`config.mk`:
```
export PLATFORM = sky130hd
export DESIGN_NAME = pack_size_to_adjustment_interp
export DESIGN_NICKNAME = d
export VERILOG_FILES = /design/src/hdl/psai_pkg.sv /design/src/hdl/psai_front.sv /design/src/hdl/psai_queue.sv /design/src/hdl/psai_back.sv /design/src/hdl/pack_size_to_adjustment_interp.sv
export SDC_FILE = /design/constraint.sdc
export NUM_CORES = 1
export LEC_CHECK = 0
export BUFFER_PORTS_ARGS = -buffer_cell sky130_fd_sc_hd__buf_2
export CAP_MARGIN = 10
export CORE_ASPECT_RATIO = 1.5
export CORE_MARGIN = 1.5
export CORE_UTILIZATION = 50
export CTS_BUF_LIST = sky130_fd_sc_hd__clkbuf_8
export DETAILED_ROUTE_END_ITERATION = 8
export PLACE_DENSITY = 0.66
export SYNTH_ARGS = -nofsm -noshare
export SYNTH_HDL_FRONTEND = slang
export SYNTH_SLANG_ARGS = --single-unit
```
`constraint.sdc`:
```
create_clock -name i_clk -period 6.6 [get_ports i_clk]
set_input_delay 0.99 -clock i_clk [delete_from_list [all_inputs] [get_ports i_clk]]
set_output_delay 0.99 -clock i_clk [all_outputs]
set_load 0.05 [all_outputs]
```
`src/hdl/psai_pkg.sv`:
```
// Package for the pack size to adjustment interpolator: breakpoint tables,
// reciprocal constants and the word types passed between the front, queue and back.
// Depends on nothing.
`timescale 1ns / 1ps
`default_nettype none

package psai_pkg;

    // Breakpoint table
    localparam int NUM_POINTS = 6;
    localparam int NUM_SEGS   = NUM_POINTS - 1;

    localparam logic [15:0] BP_SIZE [0:NUM_POINTS-1] = '{
        16'd100, 16'd200, 16'd500, 16'd1000, 16'd2000, 16'd3000
    };
    localparam logic [5:0] BP_CODE [0:NUM_POINTS-1] = '{
        6'h08, 6'h0B, 6'h10, 6'h19, 6'h2D, 6'h36
    };

    // Division by a segment span is a multiply by ceil(2^RECIP_SHIFT / span).
    // The shift is large enough that the truncated quotient is exact for every
    // product that a segment can produce (below 2^15).
    localparam int RECIP_SHIFT = 25;
    localparam logic [18:0] SEG_RECIP [0:NUM_SEGS-1] = '{
        19'd335545,   // span 100
        19'd111849,   // span 300
        19'd67109,    // span 500
        19'd33555,    // span 1000
        19'd33555     // span 1000
    };

    // Widths of the intermediate values
    localparam int OFF_W   = 10;   // offset into a segment, up to 1000
    localparam int RISE_W  = 5;    // code rise over a segment, up to 20
    localparam int PROD1_W = OFF_W + RISE_W;
    localparam int PROD2_W = PROD1_W + 19;
    localparam int QUOT_W  = 5;    // quotient never exceeds the rise

    // Classified word from the front to the back
    typedef struct packed {
        logic              in_range;
        logic [5:0]        code_lo;
        logic [RISE_W-1:0] rise;
        logic [OFF_W-1:0]  offset;
        logic [18:0]       recip;
    } t_job;

    // Finished result word
    typedef struct packed {
        logic [5:0] adjust_code;
        logic       in_range;
    } t_result;

    // Queue status toward its neighbors
    typedef struct packed {
        logic full;
        logic empty;
    } t_queue_status;

endpackage

`default_nettype wire

```
`src/hdl/psai_front.sv`:
```
// Front part: accepts a capacity word, finds its segment and registers the job.
// Depends on psai_pkg.
`timescale 1ns / 1ps
`default_nettype none

module psai_front (
    input  wire logic             i_clk,
    input  wire logic             i_rst_n,
    input  wire logic             i_push,
    input  wire logic [15:0]      i_pack_capacity,
    output logic                  o_full,
    output psai_pkg::t_job        o_job,
    output logic                  o_job_valid,
    input  wire logic             i_queue_full
);

    logic                         r_valid;
    psai_pkg::t_job               r_job;
    psai_pkg::t_job               n_job;
    logic [2:0]                   seg;
    logic [2:0]                   seg_hi;
    logic                         in_range;
    logic [15:0]                  diff;
    logic                         advance;

    // Pick the segment whose lower breakpoint is the last one not above the capacity
    always_comb begin
        seg = 3'd0;
        for (int i = 1; i < psai_pkg::NUM_SEGS; i++) begin
            if (i_pack_capacity >= psai_pkg::BP_SIZE[i]) begin
                seg = 3'(i);
            end
        end
        seg_hi   = seg + 3'd1;
        in_range = (i_pack_capacity >= psai_pkg::BP_SIZE[0]) &&
                   (i_pack_capacity <= psai_pkg::BP_SIZE[psai_pkg::NUM_POINTS-1]);
        diff     = i_pack_capacity - psai_pkg::BP_SIZE[seg];
    end

    // Build the job; out of range yields a zero code through zero terms
    always_comb begin
        n_job = '0;
        if (in_range) begin
            n_job.in_range = 1'b1;
            n_job.code_lo  = psai_pkg::BP_CODE[seg];
            n_job.rise     = psai_pkg::RISE_W'(psai_pkg::BP_CODE[seg_hi]
                                               - psai_pkg::BP_CODE[seg]);
            n_job.offset   = diff[psai_pkg::OFF_W-1:0];
            n_job.recip    = psai_pkg::SEG_RECIP[seg];
        end
    end

    // Hold the job until the queue takes it
    assign advance = !r_valid || !i_queue_full;
    assign o_full  = !advance;

    always_ff @(posedge i_clk) begin
        if (!i_rst_n) begin
            r_valid <= 1'b0;
        end else if (advance) begin
            r_valid <= i_push;
        end
    end

    always_ff @(posedge i_clk) begin
        if (advance && i_push) begin
            r_job <= n_job;
        end
    end

    assign o_job       = r_job;
    assign o_job_valid = r_valid;

endmodule

`default_nettype wire

```
`src/hdl/psai_queue.sv`:
```
// Short queue of classified words between the front and the back.
// Depends on psai_pkg.
`timescale 1ns / 1ps
`default_nettype none

module psai_queue (
    input  wire logic             i_clk,
    input  wire logic             i_rst_n,
    input  wire logic             i_wr,
    input  psai_pkg::t_job        i_wr_data,
    input  wire logic             i_rd,
    output psai_pkg::t_job        o_rd_data,
    output psai_pkg::t_queue_status o_status
);

    psai_pkg::t_job               r_mem [0:3];
    logic [1:0]                   r_wr_ptr;
    logic [1:0]                   r_rd_ptr;
    logic [2:0]                   r_count;
    logic                         do_wr;
    logic                         do_rd;

    assign o_status.full  = (r_count == 3'd4);
    assign o_status.empty = (r_count == 3'd0);
    assign do_wr = i_wr && !o_status.full;
    assign do_rd = i_rd && !o_status.empty;

    // Advance pointers and count
    always_ff @(posedge i_clk) begin
        if (!i_rst_n) begin
            r_wr_ptr <= 2'd0;
            r_rd_ptr <= 2'd0;
            r_count  <= 3'd0;
        end else begin
            if (do_wr) begin
                r_wr_ptr <= r_wr_ptr + 2'd1;
            end
            if (do_rd) begin
                r_rd_ptr <= r_rd_ptr + 2'd1;
            end
            if (do_wr && !do_rd) begin
                r_count <= r_count + 3'd1;
            end else if (do_rd && !do_wr) begin
                r_count <= r_count - 3'd1;
            end
        end
    end

    // Store the word
    always_ff @(posedge i_clk) begin
        if (do_wr) begin
            r_mem[r_wr_ptr] <= i_wr_data;
        end
    end

    assign o_rd_data = r_mem[r_rd_ptr];

endmodule

`default_nettype wire

```
`src/hdl/psai_back.sv`:
```
// Back part: two multiply stages for the interpolation and the result queue.
// Depends on psai_pkg.
`timescale 1ns / 1ps
`default_nettype none

module psai_back (
    input  wire logic             i_clk,
    input  wire logic             i_rst_n,
    input  psai_pkg::t_job        i_job,
    input  psai_pkg::t_queue_status i_queue_status,
    output logic                  o_queue_rd,
    output logic                  empty,
    input  wire logic             pop,
    output logic [5:0]            o_adjust_code,
    output logic                  o_in_range
);

    // Multiply pipeline
    logic                         r_v1;
    logic                         r_v2;
    logic [psai_pkg::PROD1_W-1:0] r_prod1;
    logic [18:0]                  r_recip1;
    logic [5:0]                   r_code_lo1;
    logic                         r_ok1;
    logic [psai_pkg::PROD2_W-1:0] r_prod2;
    logic [5:0]                   r_code_lo2;
    logic                         r_ok2;

    // Result queue
    psai_pkg::t_result            r_out_mem [0:3];
    logic [1:0]                   r_out_wr_ptr;
    logic [1:0]                   r_out_rd_ptr;
    logic [2:0]                   r_out_count;
    psai_pkg::t_result            n_result;
    logic [2:0]                   committed;
    logic                         out_rd;
    logic [psai_pkg::QUOT_W-1:0]  quot;

    // Take a word only when the result queue has room for everything in flight
    assign committed  = r_out_count + {2'd0, r_v1} + {2'd0, r_v2};
    assign o_queue_rd = !i_queue_status.empty && (committed < 3'd4);

    // Pipeline valid bits
    always_ff @(posedge i_clk) begin
        if (!i_rst_n) begin
            r_v1 <= 1'b0;
            r_v2 <= 1'b0;
        end else begin
            r_v1 <= o_queue_rd;
            r_v2 <= r_v1;
        end
    end

    // Stage one: rise times offset
    always_ff @(posedge i_clk) begin
        r_prod1    <= {{psai_pkg::OFF_W{1'b0}}, i_job.rise}
                    * {{psai_pkg::RISE_W{1'b0}}, i_job.offset};
        r_recip1   <= i_job.recip;
        r_code_lo1 <= i_job.code_lo;
        r_ok1      <= i_job.in_range;
    end

    // Stage two: divide by the span through its reciprocal
    always_ff @(posedge i_clk) begin
        r_prod2    <= {19'd0, r_prod1} * {{psai_pkg::PROD1_W{1'b0}}, r_recip1};
        r_code_lo2 <= r_code_lo1;
        r_ok2      <= r_ok1;
    end

    assign quot = r_prod2[psai_pkg::RECIP_SHIFT +: psai_pkg::QUOT_W];

    always_comb begin
        n_result.adjust_code = r_code_lo2 + {1'b0, quot};
        n_result.in_range    = r_ok2;
    end

    // Result queue pointers and count
    assign out_rd = pop && !empty;
    assign empty  = (r_out_count == 3'd0);

    always_ff @(posedge i_clk) begin
        if (!i_rst_n) begin
            r_out_wr_ptr <= 2'd0;
            r_out_rd_ptr <= 2'd0;
            r_out_count  <= 3'd0;
        end else begin
            if (r_v2) begin
                r_out_wr_ptr <= r_out_wr_ptr + 2'd1;
            end
            if (out_rd) begin
                r_out_rd_ptr <= r_out_rd_ptr + 2'd1;
            end
            if (r_v2 && !out_rd) begin
                r_out_count <= r_out_count + 3'd1;
            end else if (out_rd && !r_v2) begin
                r_out_count <= r_out_count - 3'd1;
            end
        end
    end

    always_ff @(posedge i_clk) begin
        if (r_v2) begin
            r_out_mem[r_out_wr_ptr] <= n_result;
        end
    end

    assign o_adjust_code = r_out_mem[r_out_rd_ptr].adjust_code;
    assign o_in_range    = r_out_mem[r_out_rd_ptr].in_range;

endmodule

`default_nettype wire

```
`src/hdl/pack_size_to_adjustment_interp.sv`:
```
// Top level of the pack size to adjustment interpolator.
// Depends on psai_pkg, psai_front, psai_queue and psai_back.
//
// Channel   Direction  Handshake        Words
// input     in         push / full      i_pack_capacity
// result    out        empty / pop      o_adjust_code, o_in_range
//
// One capacity word is taken per cycle while full is low. Its result reaches the result
// ports through the front register, the queue, the two multiply stages and the result queue.
// The rate is set by the two-stage reciprocal multiply, which takes a word each cycle
// while the result queue has room for everything in flight.
// Synchronous active-low reset empties both queues and the pipeline.
// A stalled pop fills the result queue, then the middle queue, then raises full.
`timescale 1ns / 1ps
`default_nettype none

module pack_size_to_adjustment_interp (
    input  wire logic        i_clk,
    input  wire logic        i_rst_n,
    input  wire logic        push,
    output logic             full,
    input  wire logic [15:0] i_pack_capacity,
    output logic             empty,
    input  wire logic        pop,
    output logic [5:0]       o_adjust_code,
    output logic             o_in_range
);

    psai_pkg::t_job          front_job;
    logic                    front_valid;
    psai_pkg::t_job          queue_job;
    psai_pkg::t_queue_status queue_status;
    logic                    queue_rd;

    // Classify incoming words
    psai_front u_front (
        .i_clk           (i_clk),
        .i_rst_n         (i_rst_n),
        .i_push          (push),
        .i_pack_capacity (i_pack_capacity),
        .o_full          (full),
        .o_job           (front_job),
        .o_job_valid     (front_valid),
        .i_queue_full    (queue_status.full)
    );

    // Decouple front and back
    psai_queue u_queue (
        .i_clk     (i_clk),
        .i_rst_n   (i_rst_n),
        .i_wr      (front_valid),
        .i_wr_data (front_job),
        .i_rd      (queue_rd),
        .o_rd_data (queue_job),
        .o_status  (queue_status)
    );

    // Interpolate and deliver
    psai_back u_back (
        .i_clk          (i_clk),
        .i_rst_n        (i_rst_n),
        .i_job          (queue_job),
        .i_queue_status (queue_status),
        .o_queue_rd     (queue_rd),
        .empty          (empty),
        .pop            (pop),
        .o_adjust_code  (o_adjust_code),
        .o_in_range     (o_in_range)
    );

endmodule

`default_nettype wire
```
==> After elaboration in Yosys (flattened, before gate mapping) <==
Memory sizes are Yosys's and may differ from the RTL's. A register that Yosys moved wholly into a read port is not among the register bits.
Cells that the tools add are included.
{ "classes": {"add_sub_neg": 14, "n_mul": 2, "div": 0, "magnitude_cmp": 9, "eq_ne": 1, "shifts": 0, "mux": 25, "bitwise_logic": 2, "n_reduce_logical": 24} }
{ "ops": {"columns": ["cell", "count"], "rows": [
  ["41-bit two-way mux", 1],
  ["19-bit two-way mux", 2],
  ["15-bit by 19-bit multiplier with 30-bit output", 1],
  ["10-bit two-way mux", 2],
  ["16-bit by 10-bit >= comparator with 1-bit output, second input constant", 1],
  ["16-bit by 11-bit >= comparator with 1-bit output, second input constant", 1],
  ["16-bit by 7-bit >= comparator with 1-bit output, second input constant", 1],
  ["16-bit by 8-bit >= comparator with 1-bit output, second input constant", 1],
  ["16-bit by 9-bit >= comparator with 1-bit output, second input constant", 1],
  ["16-bit by 12-bit <= comparator with 1-bit output, second input constant", 1],
  ["5-bit by 10-bit multiplier with 15-bit output", 1],
  ["3-bit two-way mux", 5],
  ["2-bit two-way mux", 6],
  ["6-bit two-way mux", 2],
  ["1-bit logical AND", 10],
  ["5-bit two-way mux", 2],
  ["10-bit subtractor", 1],
  ["3-bit by 1-bit adder with 3-bit output, second input constant", 3],
  ["1-bit logical NOT", 9],
  ["2-bit by 1-bit adder with 2-bit output, second input constant", 4],
  ["4-bit >= comparator, second input constant", 2],
  ["3-bit NOT with 4-bit output", 2],
  ["3-bit by 1-bit adder with 3-bit output", 2],
  ["6-bit by 5-bit adder with 6-bit output", 1],
  ["8 further kinds", 15]
]} }
{ "totals": {"register_bits": 136, "latch_bits": 0, "ramBits": 192, "rom_bits": 376, "inputBits": 20, "out_inout_bits": 9, "elab_cells": 104, "n_memories": 6} }
{ "memory_table": {"columns": ["name", "words", "word_bits", "read_ports", "rd_ports_with_merged_regs", "wr", "line", "text"], "rows": [
  ["u_queue.r_mem", 4, 41, 1, 1, 1, "psai_queue.sv:16", "psai_pkg::t_job r_mem [0:3];"],
  ["(name not given)", 8, 19, 1, 0, 0, "psai_front.sv:49", "n_job.recip = psai_pkg::SEG_RECIP[seg];"],
  ["(name not given)", 8, 16, 1, 0, 0, "psai_front.sv:37", "diff = i_pack_capacity - psai_pkg::BP_SIZE[seg];"],
  ["(name not given)", 8, 6, 1, 0, 0, "psai_front.sv:45", "n_job.code_lo = psai_pkg::BP_CODE[seg];"],
  ["(name not given)", 8, 6, 1, 0, 0, "psai_front.sv:46", "n_job.rise = psai_pkg::RISE_W'(psai_pkg::BP_CODE[seg_hi]"],
  ["u_back.r_out_mem", 4, 7, 1, 1, 1, "psai_back.sv:30", "psai_pkg::t_result r_out_mem [0:3];"]
]} }

==> Logic depth before layout (Yosys ltp) <==
Gate-level depths: netlist of run 1.
{ "logic_depth": {"word_depth": 12, "ltp_mapped": 23, "mapped_depth_nobuf": 22} }

==> Cells and area by module <==
From an unflattened synthesis of run 1, not the netlist that was laid out.
{ "unflattened": {"hier_cells": 1682, "area_unflattened_um2": 20603.5} }
{ "by_module_without_submodules": {"columns": ["module", "n_inst", "cells_per_inst", "area_per_inst_um2", "seq_area_each_um2"], "rows": [
  ["psai_back", 1, 1273, 12464.5, 2122.0],
  ["psai_queue", 1, 263, 6456.2, 5104.9],
  ["psai_front", 1, 146, 1682.9, 920.9]
]} }

==> Worst setup path after synthesis of run 1 <==
No wires, ideal clock.
{ "synth_path": {"kind": "register to register", "from": "reg u_back.r_recip1[8]", "to": "reg u_back.r_prod2[28] in the netlist's numbering", "setup_ps": 95, "arrival_time_ps": 5587, "required_time_ps": 6505, "path_slack_ps": 918, "path_stages_with_launch": 20, "path_buffers": 1, "period_less_slack_ps": 5682, "path_cell_list": "dfxtp_1 clkbuf_1 nand2_1 fa_1 fa_1 inv_1 fa_1 fa_1 fa_1 inv_1 fa_1 inv_1 ha_1 nand3_1 o221ai_1 a21boi_0 and3_1 or4_4 a211o_1 o311ai_1"} }
{ "synth_between": {"elab_chain_len": 1} }
{ "synth_rtl": {"columns": ["item", "line", "text"], "rows": [
  ["start, declared", "psai_back.sv:22", "logic [18:0] r_recip1;"],
  ["start signal, assigned", "psai_back.sv:58", "r_recip1 <= i_job.recip;"],
  ["15-bit by 19-bit multiplier with 30-bit output", "psai_back.sv:65", "r_prod2 <= {19'd0, r_prod1} * {{psai_pkg::PROD1_W{1'b0}}, r_recip1};"],
  ["end signal, assigned", "psai_back.sv:65", null],
  ["end, declared", "psai_back.sv:25", "logic [psai_pkg::PROD2_W-1:0] r_prod2;"]
]} }
Every way passes these cells.
A chain may end at the register's enable or synchronous reset.

==> Final worst setup path of run 1 <==
Ends and elaborated chain as after synthesis.

==> results.cfg, run 1 <==
[critical_path]
timing.critical_path.required_ns = 7.02
r2r_setup_slack_ns = 0.29
critPathCapture = u_back.r_prod2[28]
worst_r2r_startpoint = u_back.r_recip1[8]
worst_r2r_path_depth = 18
rr_endpoint = u_back.r_prod2[28]
crit_path_max_fanout = 15
crit_start_category = flip-flop
worst_path_class_setup = flip-flop to flip-flop
endpoint_kind = flip-flop
crit_path_start = u_back.r_recip1[8]
timing.critical_path.arrival_ns = 6.73

[route]
drt-vias-per-instance = 5.20
routed_wire_length_per_instance_um = 18.5
drt_iter0_markers = 390
final_antenna_net_count = 0
detailroute.via_count = 10300
drc = 0
routed_wl_um = 36700
drt_pass1_iterations = 4

[floorplan]
die_y_um = 232
initial_utilization = 0.510
fp-row-count = 83
core-area_um2 = 34400
count_of_pins_on_the_block_boundary = 29
die_x_um = 156
die_ar_um2 = 36200

[clocking]
cts_inserted_buffers = 35
clock_path_buffers = 3
postCtsSetupBuffers = 0
insertion_delay_ns = 0.53
cts.htree.levels = 2
post_cts_sizing = 0
root_buffer = clkbuf_8
hold_buffers = 0
cts.reportedPaths.clkPinSlew_ns = 0.06
cts.sinks = 240
cts_tree = done

[grt]
first_global_vias = 11600
globalRoute.totalOverflow = 0
grt_pass1_wl_um = 59500
grt_start_max_net_pins = 31
antenna_violations_before_repair = 1
globalRouteTotalUtil = 0.217

[final_layout]
layout.area.seq_um2 = 6590
multiInputGateArea_um2 = 9640
synthToLayoutAreaGrowth_pct = 7.71
final_layout_size_suffix_gt1_frac = 0.0898
final_net_count = 1866
num-fill-cells = 2964

[sta]
fin_crit_sh = 0.956
finClkSkew_ns = 0.0183
clock.fmax_ghz = 0.159
hold_violation_count_in_the_final_report = 0
setup-tns-final_ns = 0
worst_slack_ns = 0.294
unrepaired_setup_endpoints_after_global_routing = false
timing.final.crit_period_ns = 6.31
timing_worst_slew_pin_value_ns = 0.789
setup_viol = 0
maxSlewViolCount = 0
slew-limit-headroom = 0.460

[yosys]
synth_edf_count = 178
ys_flop_type = edfxtp_1
syn-instance-count = 1445
syn-cell-area_um2 = 17500
synth-seq-cells = 240
seq_area_frac_synth = 0.375
synth_cell_type_count = 63
count_of_synthesis_stage_warnings_from_yosys = 0
async_reset_ff_frac = 0
synth_nets = 1821
syn_avg_cell_area_um2 = 12.1

[placed_design]
gp_congestion = 0.953
dp_hpwl_um = 29900
preCtsSetupSlack_ns = 0.178
port_buffers = 28

[job]
drv.max_cap_violation_count = 0

[worst_hold_path]
min_path_type = flip-flop to flip-flop
holdCritStartpoint = u_back.r_ok1

[outcome]
run_status = complete, no violations
[layout make-up]
class / count / area share
diodes: 1 / 0.000132
well taps: 467 / 0.0309
clock buffers: 39 / 0.0284
repair buffers: 39 / 0.0118
multi-input cells: 854 / 0.510
clock inverters: 23 / 0.00642
inverters: 320 / 0.0636
flip-flops and latches: 240 / 0.349
[through the flow]
| step | cell area [um2] | hold WS, ns | util | std cells |
|---|---|---|---|---|
| 2_1_floorplan | 17500 | 0.310 | - | 1445 |
| 3_3_place_gp | 18200 | 0.310 | 0.531 | 1920 |
| 3_5_place_dp | 18200 | 0.313 | 0.531 | 1920 |
| 4_1_cts | 18900 | 0.326 | 0.550 | 1982 |
| 5_1_grt | 18900 | 0.332 | 0.550 | 1983 |
| 6_report | 18900 | 0.326 | 0.550 | 1983 |
[synthesized netlist by cell type (all sizes together), types with 2 or more instances]
cell type	count	area, um2
and2	136	853
o21bai	2	15.0
nand4	3	18.8
o41ai	2	17.5
nand2b	2	12.5
xnor2	31	272
a21oi	26	145
nor3	13	65.1
o21ai	11	55.1
o2111ai	2	17.5
nand2	102	385
dfxtp	62	1240
nor2b	12	75.1
or4	2	22.5
o211a	2	20.0
nand3	5	25.0
xor2	11	96.3
or3	4	25.0
mux2i	4	40.0
or2	2	12.5
a211oi	3	22.5
o311ai	2	17.5
fa	215	4300
nor4	2	27.5
a31oi	2	12.5
buf	4	18.8
a21boi	5	37.5
and3	9	58.8
inv	320	1200
ha	141	1760
clkbuf	27	101
o21a	3	22.5
mux4	37	833
edfxtp	178	5350
nor2	38	150
a21o	10	75.1
a211o	2	18.8
[registers in the layout (all words and copies together), names as in the netlist, 2 cells and up, named ones only]
register,cells
u_queue.r_mem,120
u_back.r_code_lo1,4
u_back.r_recip1,10
u_back.r_out_wr_ptr,2
u_front.o_job,30
u_back.r_code_lo2,5
u_back.r_out_count,3
u_back.r_prod1,15
u_queue.r_wr_ptr,2
u_back.r_prod2,5
u_back.r_out_mem,28
u_queue.r_count,3
u_queue.r_rd_ptr,2
u_back.r_out_rd_ptr,2
[kinds of logic after synthesis]
kind of cell               share of synthesized area
AOI/OAI and AO/OA                             0.0322
and+or+nand+nor                                0.100
xor gates and xnor gates                      0.0210
muxes                                         0.0498
DFF                                            0.375
adders and majority gates                      0.346
buffers and inverters                         0.0753
other                                       0.000214
[metal layers]
metal	wire length, um	vias to the layer above	global-route usage
met5	0	-	0
met4	2450	0	0.140
met3	817	122	0.0194
met2	20500	221	0.419
met1	12900	5232	0.218
li1	-	4733	-
[worst min path at each step]
stage,endpoint,slack [ns],cells past startpoint
floorplan,u_back.r_code_lo2[1],0.31,0
finish,u_back.r_ok2,0.33,0
global placement,u_back.r_code_lo2[1],0.31,0
CTS,u_back.r_ok2,0.33,0
global route,u_back.r_code_lo2[2],0.33,0
detailed placement,u_back.r_ok2,0.31,0
[layout by cell type (no fill, tap or decap), types with 10 or more instances in the layout]
| master | Yosys | layout |
|---|---|---|
| dfxtp_1 | 62 | 60 |
| inv_1 | 319 | 331 |
| mux4_2 | 37 | 37 |
| fa_1 | 215 | 215 |
| nor2b_1 | 12 | 11 |
| clkbuf_8 | 0 | 39 |
| o21ai_0 | 11 | 11 |
| buf_2 | 3 | 28 |
| nor3_1 | 13 | 13 |
| edfxtp_1 | 178 | 178 |
| and2_1 | 135 | 135 |
| a21oi_1 | 24 | 24 |
| ha_1 | 141 | 141 |
| buf_4 | 0 | 11 |
| a21o_1 | 10 | 10 |
| xnor2_1 | 31 | 31 |
| xor2_1 | 11 | 11 |
| nand2_1 | 101 | 101 |
| nor2_1 | 37 | 37 |
[critical path, stage by stage, from the launching register on]
cell and delay, ns:
dfxtp_1 0.66, nand2_1 0.32, fa_1 0.56, fa_1 0.55
inv_1 0.05, fa_1 0.51, fa_1 0.52, fa_1 0.55
inv_1 0.06, fa_1 0.52, inv_1 0.04, ha_1 0.29
nand3_1 0.11, o221ai_1 0.24, a21boi_0 0.12, and3_1 0.19
or4_4 0.55, a211o_1 0.28, o311ai_1 0.09
Power of run 1 is not shown: default switching activity piles up to over one toggle a cycle in this logic, so the estimate is an artifact.
==> inputs of run 2 (changes only) <==
--- a/config.mk
+++ b/config.mk
@@ -8,7 +8,7 @@
 export BUFFER_PORTS_ARGS = -buffer_cell sky130_fd_sc_hd__buf_2
 export CAP_MARGIN = 10
 export CORE_ASPECT_RATIO = 1.5
-export CORE_MARGIN = 1.5
+export CORE_MARGIN = 4
 export CORE_UTILIZATION = 50
 export CTS_BUF_LIST = sky130_fd_sc_hd__clkbuf_8
 export DETAILED_ROUTE_END_ITERATION = 8
==> constraint.sdc (replaced) <==
create_clock -name i_clk -period 7.6 [get_ports i_clk]
set_input_delay 1.14 -clock i_clk [delete_from_list [all_inputs] [get_ports i_clk]]
set_output_delay 1.14 -clock i_clk [all_outputs]
set_load 0.05 [all_outputs]
==> results.cfg, run 2 (same netlist as run 1, synthesis figures left out) <==
[sta]
setup_viol = 0
maxSlewViolCount = 0
timing_worst_slew_pin_value_ns = 0.940
worst_slack_ns = 1.26
unrepaired_setup_endpoints_after_global_routing = false
hold_violation_count_in_the_final_report = 0
setup-tns-final_ns = 0
finClkSkew_ns = 0.0282
timing.hold.ws_ns = 0.324
clock.fmax_ghz = 0.158
slew-limit-headroom = 0.373
timing.final.crit_period_ns = 6.34
fin_crit_sh = 0.834

[placed_design]
port_buffers = 28
dp_hpwl_um = 30000
gp_congestion = 0.924
preCtsSetupSlack_ns = 1.27

[floorplan]
count_of_pins_on_the_block_boundary = 29
initial_utilization = 0.509
die_x_um = 161
die_ar_um2 = 38200
die_y_um = 237
core-area_um2 = 34500
fp-row-count = 83

[route]
routed_wire_length_per_instance_um = 18.4
drc = 0
drt-vias-per-instance = 5.14
final_antenna_net_count = 0
detailroute.via_count = 10200
drt_iter0_markers = 448
drt_pass1_iterations = 4
routed_wl_um = 36400

[final_layout]
commonest_non_fill_non_tap_cell_in_the_layout = inv_1
final_layout_size_suffix_gt1_frac = 0.0898
diodes = 0
synthToLayoutAreaGrowth_pct = 7.69
register_bank_with_the_most_flops = u_queue.r_mem
layout_common_cells = inv_1, fa_1, edfxtp_1
final_net_count = 1863
largest_reg_flops = 120

[outcome]
run_status = complete, no violations

[critical_path]
crit_path_max_fanout = 15
crit_path_max_incr_delay_ns = 0.67
critPathMostFrequentCell = fa_1
worst_path_max_delay_cell = dfxtp_1
worst_path_class_setup = flip-flop to flip-flop
critical-path-top-delay-family = adder cells
critical_path_buf_inv_count = 3
r2r_setup_slack_ns = 1.26
timing.critical_path.required_ns = 8.03
endpoint_kind = flip-flop
timing.critical_path.cells = nand2_1, fa_1, fa_1, inv_1, fa_1, fa_1, fa_1, inv_1, fa_1, inv_1, ha_1, nand3_1, o221ai_1, and2_1, o21ai_0, or4_4, a211o_1, o311ai_1
timing.critical_path.arrival_ns = 6.77
crit_start_category = flip-flop

[clocking]
clock_path_buffers = 3
root_buffer = clkbuf_8
hold_buffers = 0
postCtsSetupBuffers = 0
cts.sinks = 240
cts_inserted_buffers = 36
cts.htree.levels = 2
post_cts_sizing = 0
cts_tree = done
cts.reportedPaths.clkPinSlew_ns = 0.06
insertion_delay_ns = 0.53

[grt]
grt_start_max_net_pins = 31
globalRoute.totalOverflow = 0
globalRouteTotalUtil = 0.195
grt_pass1_wl_um = 58000
antenna_violations_before_repair = 0
first_global_vias = 11100

[job]
drv.max_cap_violation_count = 0

[worst_hold_path]
min_path_type = flip-flop to flip-flop
-- run 2: cell count changes in the layout (fill, tap and decap cells not counted) --
cell        delta
buf_4          -4
clkinv_2       +4
clkinv_1       -3
clkinv_8       +1
clkinvlp_4     -1
dfxtp_1        +1
dfxtp_2        -1
diode_2        -1
inv_1          +1
inv_6          +1
-- run 2: final timing paths --
check	start	to	cells after the start
worst min-delay path	u_back.r_ok1	u_back.r_ok2	0
worst max-delay path	u_back.r_recip1[8]	u_back.r_prod2[28]	18
worst min register to register	u_back.r_ok1	u_back.r_ok2	0
worst max register to register	u_back.r_recip1[8]	u_back.r_prod2[28]	18
-- run 2: worst register-to-register path, cell delays in order, from the launching register on --
cell,delay [ns]
dfxtp_1,0.67
nand2_1,0.36
fa_1,0.59
fa_1,0.55
inv_1,0.06
fa_1,0.51
fa_1,0.53
fa_1,0.55
inv_1,0.05
fa_1,0.52
inv_1,0.04
ha_1,0.29
nand3_1,0.09
o221ai_1,0.20
and2_1,0.16
o21ai_0,0.18
or4_4,0.52
a211o_1,0.29
o311ai_1,0.08
-- run 2: final cells by class --
type / instances / area [um2]
repair buffers: 35 / 193
clock inverters: 26 / 151
multi-input cells: 854 / 9640
well taps: 467 / 584
clock buffers: 39 / 537
flip-flops and latches: 240 / 6590
inverters: 320 / 1200
fillers: 3027 / 15600
-- run 2: through the flow --
stage | cell area, um2 | instances | util
2_1_floorplan | 17500 | 1445 | -
3_3_place_gp | 18200 | 1916 | 0.528
3_5_place_dp | 18200 | 1916 | 0.528
4_1_cts | 18900 | 1981 | 0.548
5_1_grt | 18900 | 1981 | 0.548
6_report | 18900 | 1981 | 0.548
-- run 2: layer usage --
layer  GRT usage  vias to the layer above  share of wire
li1            -                     4716              -
met1       0.207                     5188           0.36
met2       0.377                      195           0.56
met3      0.0189                       83          0.023
met4       0.102                        0          0.055
met5           0                        -              0
Power of run 2 is left out for the same reason.
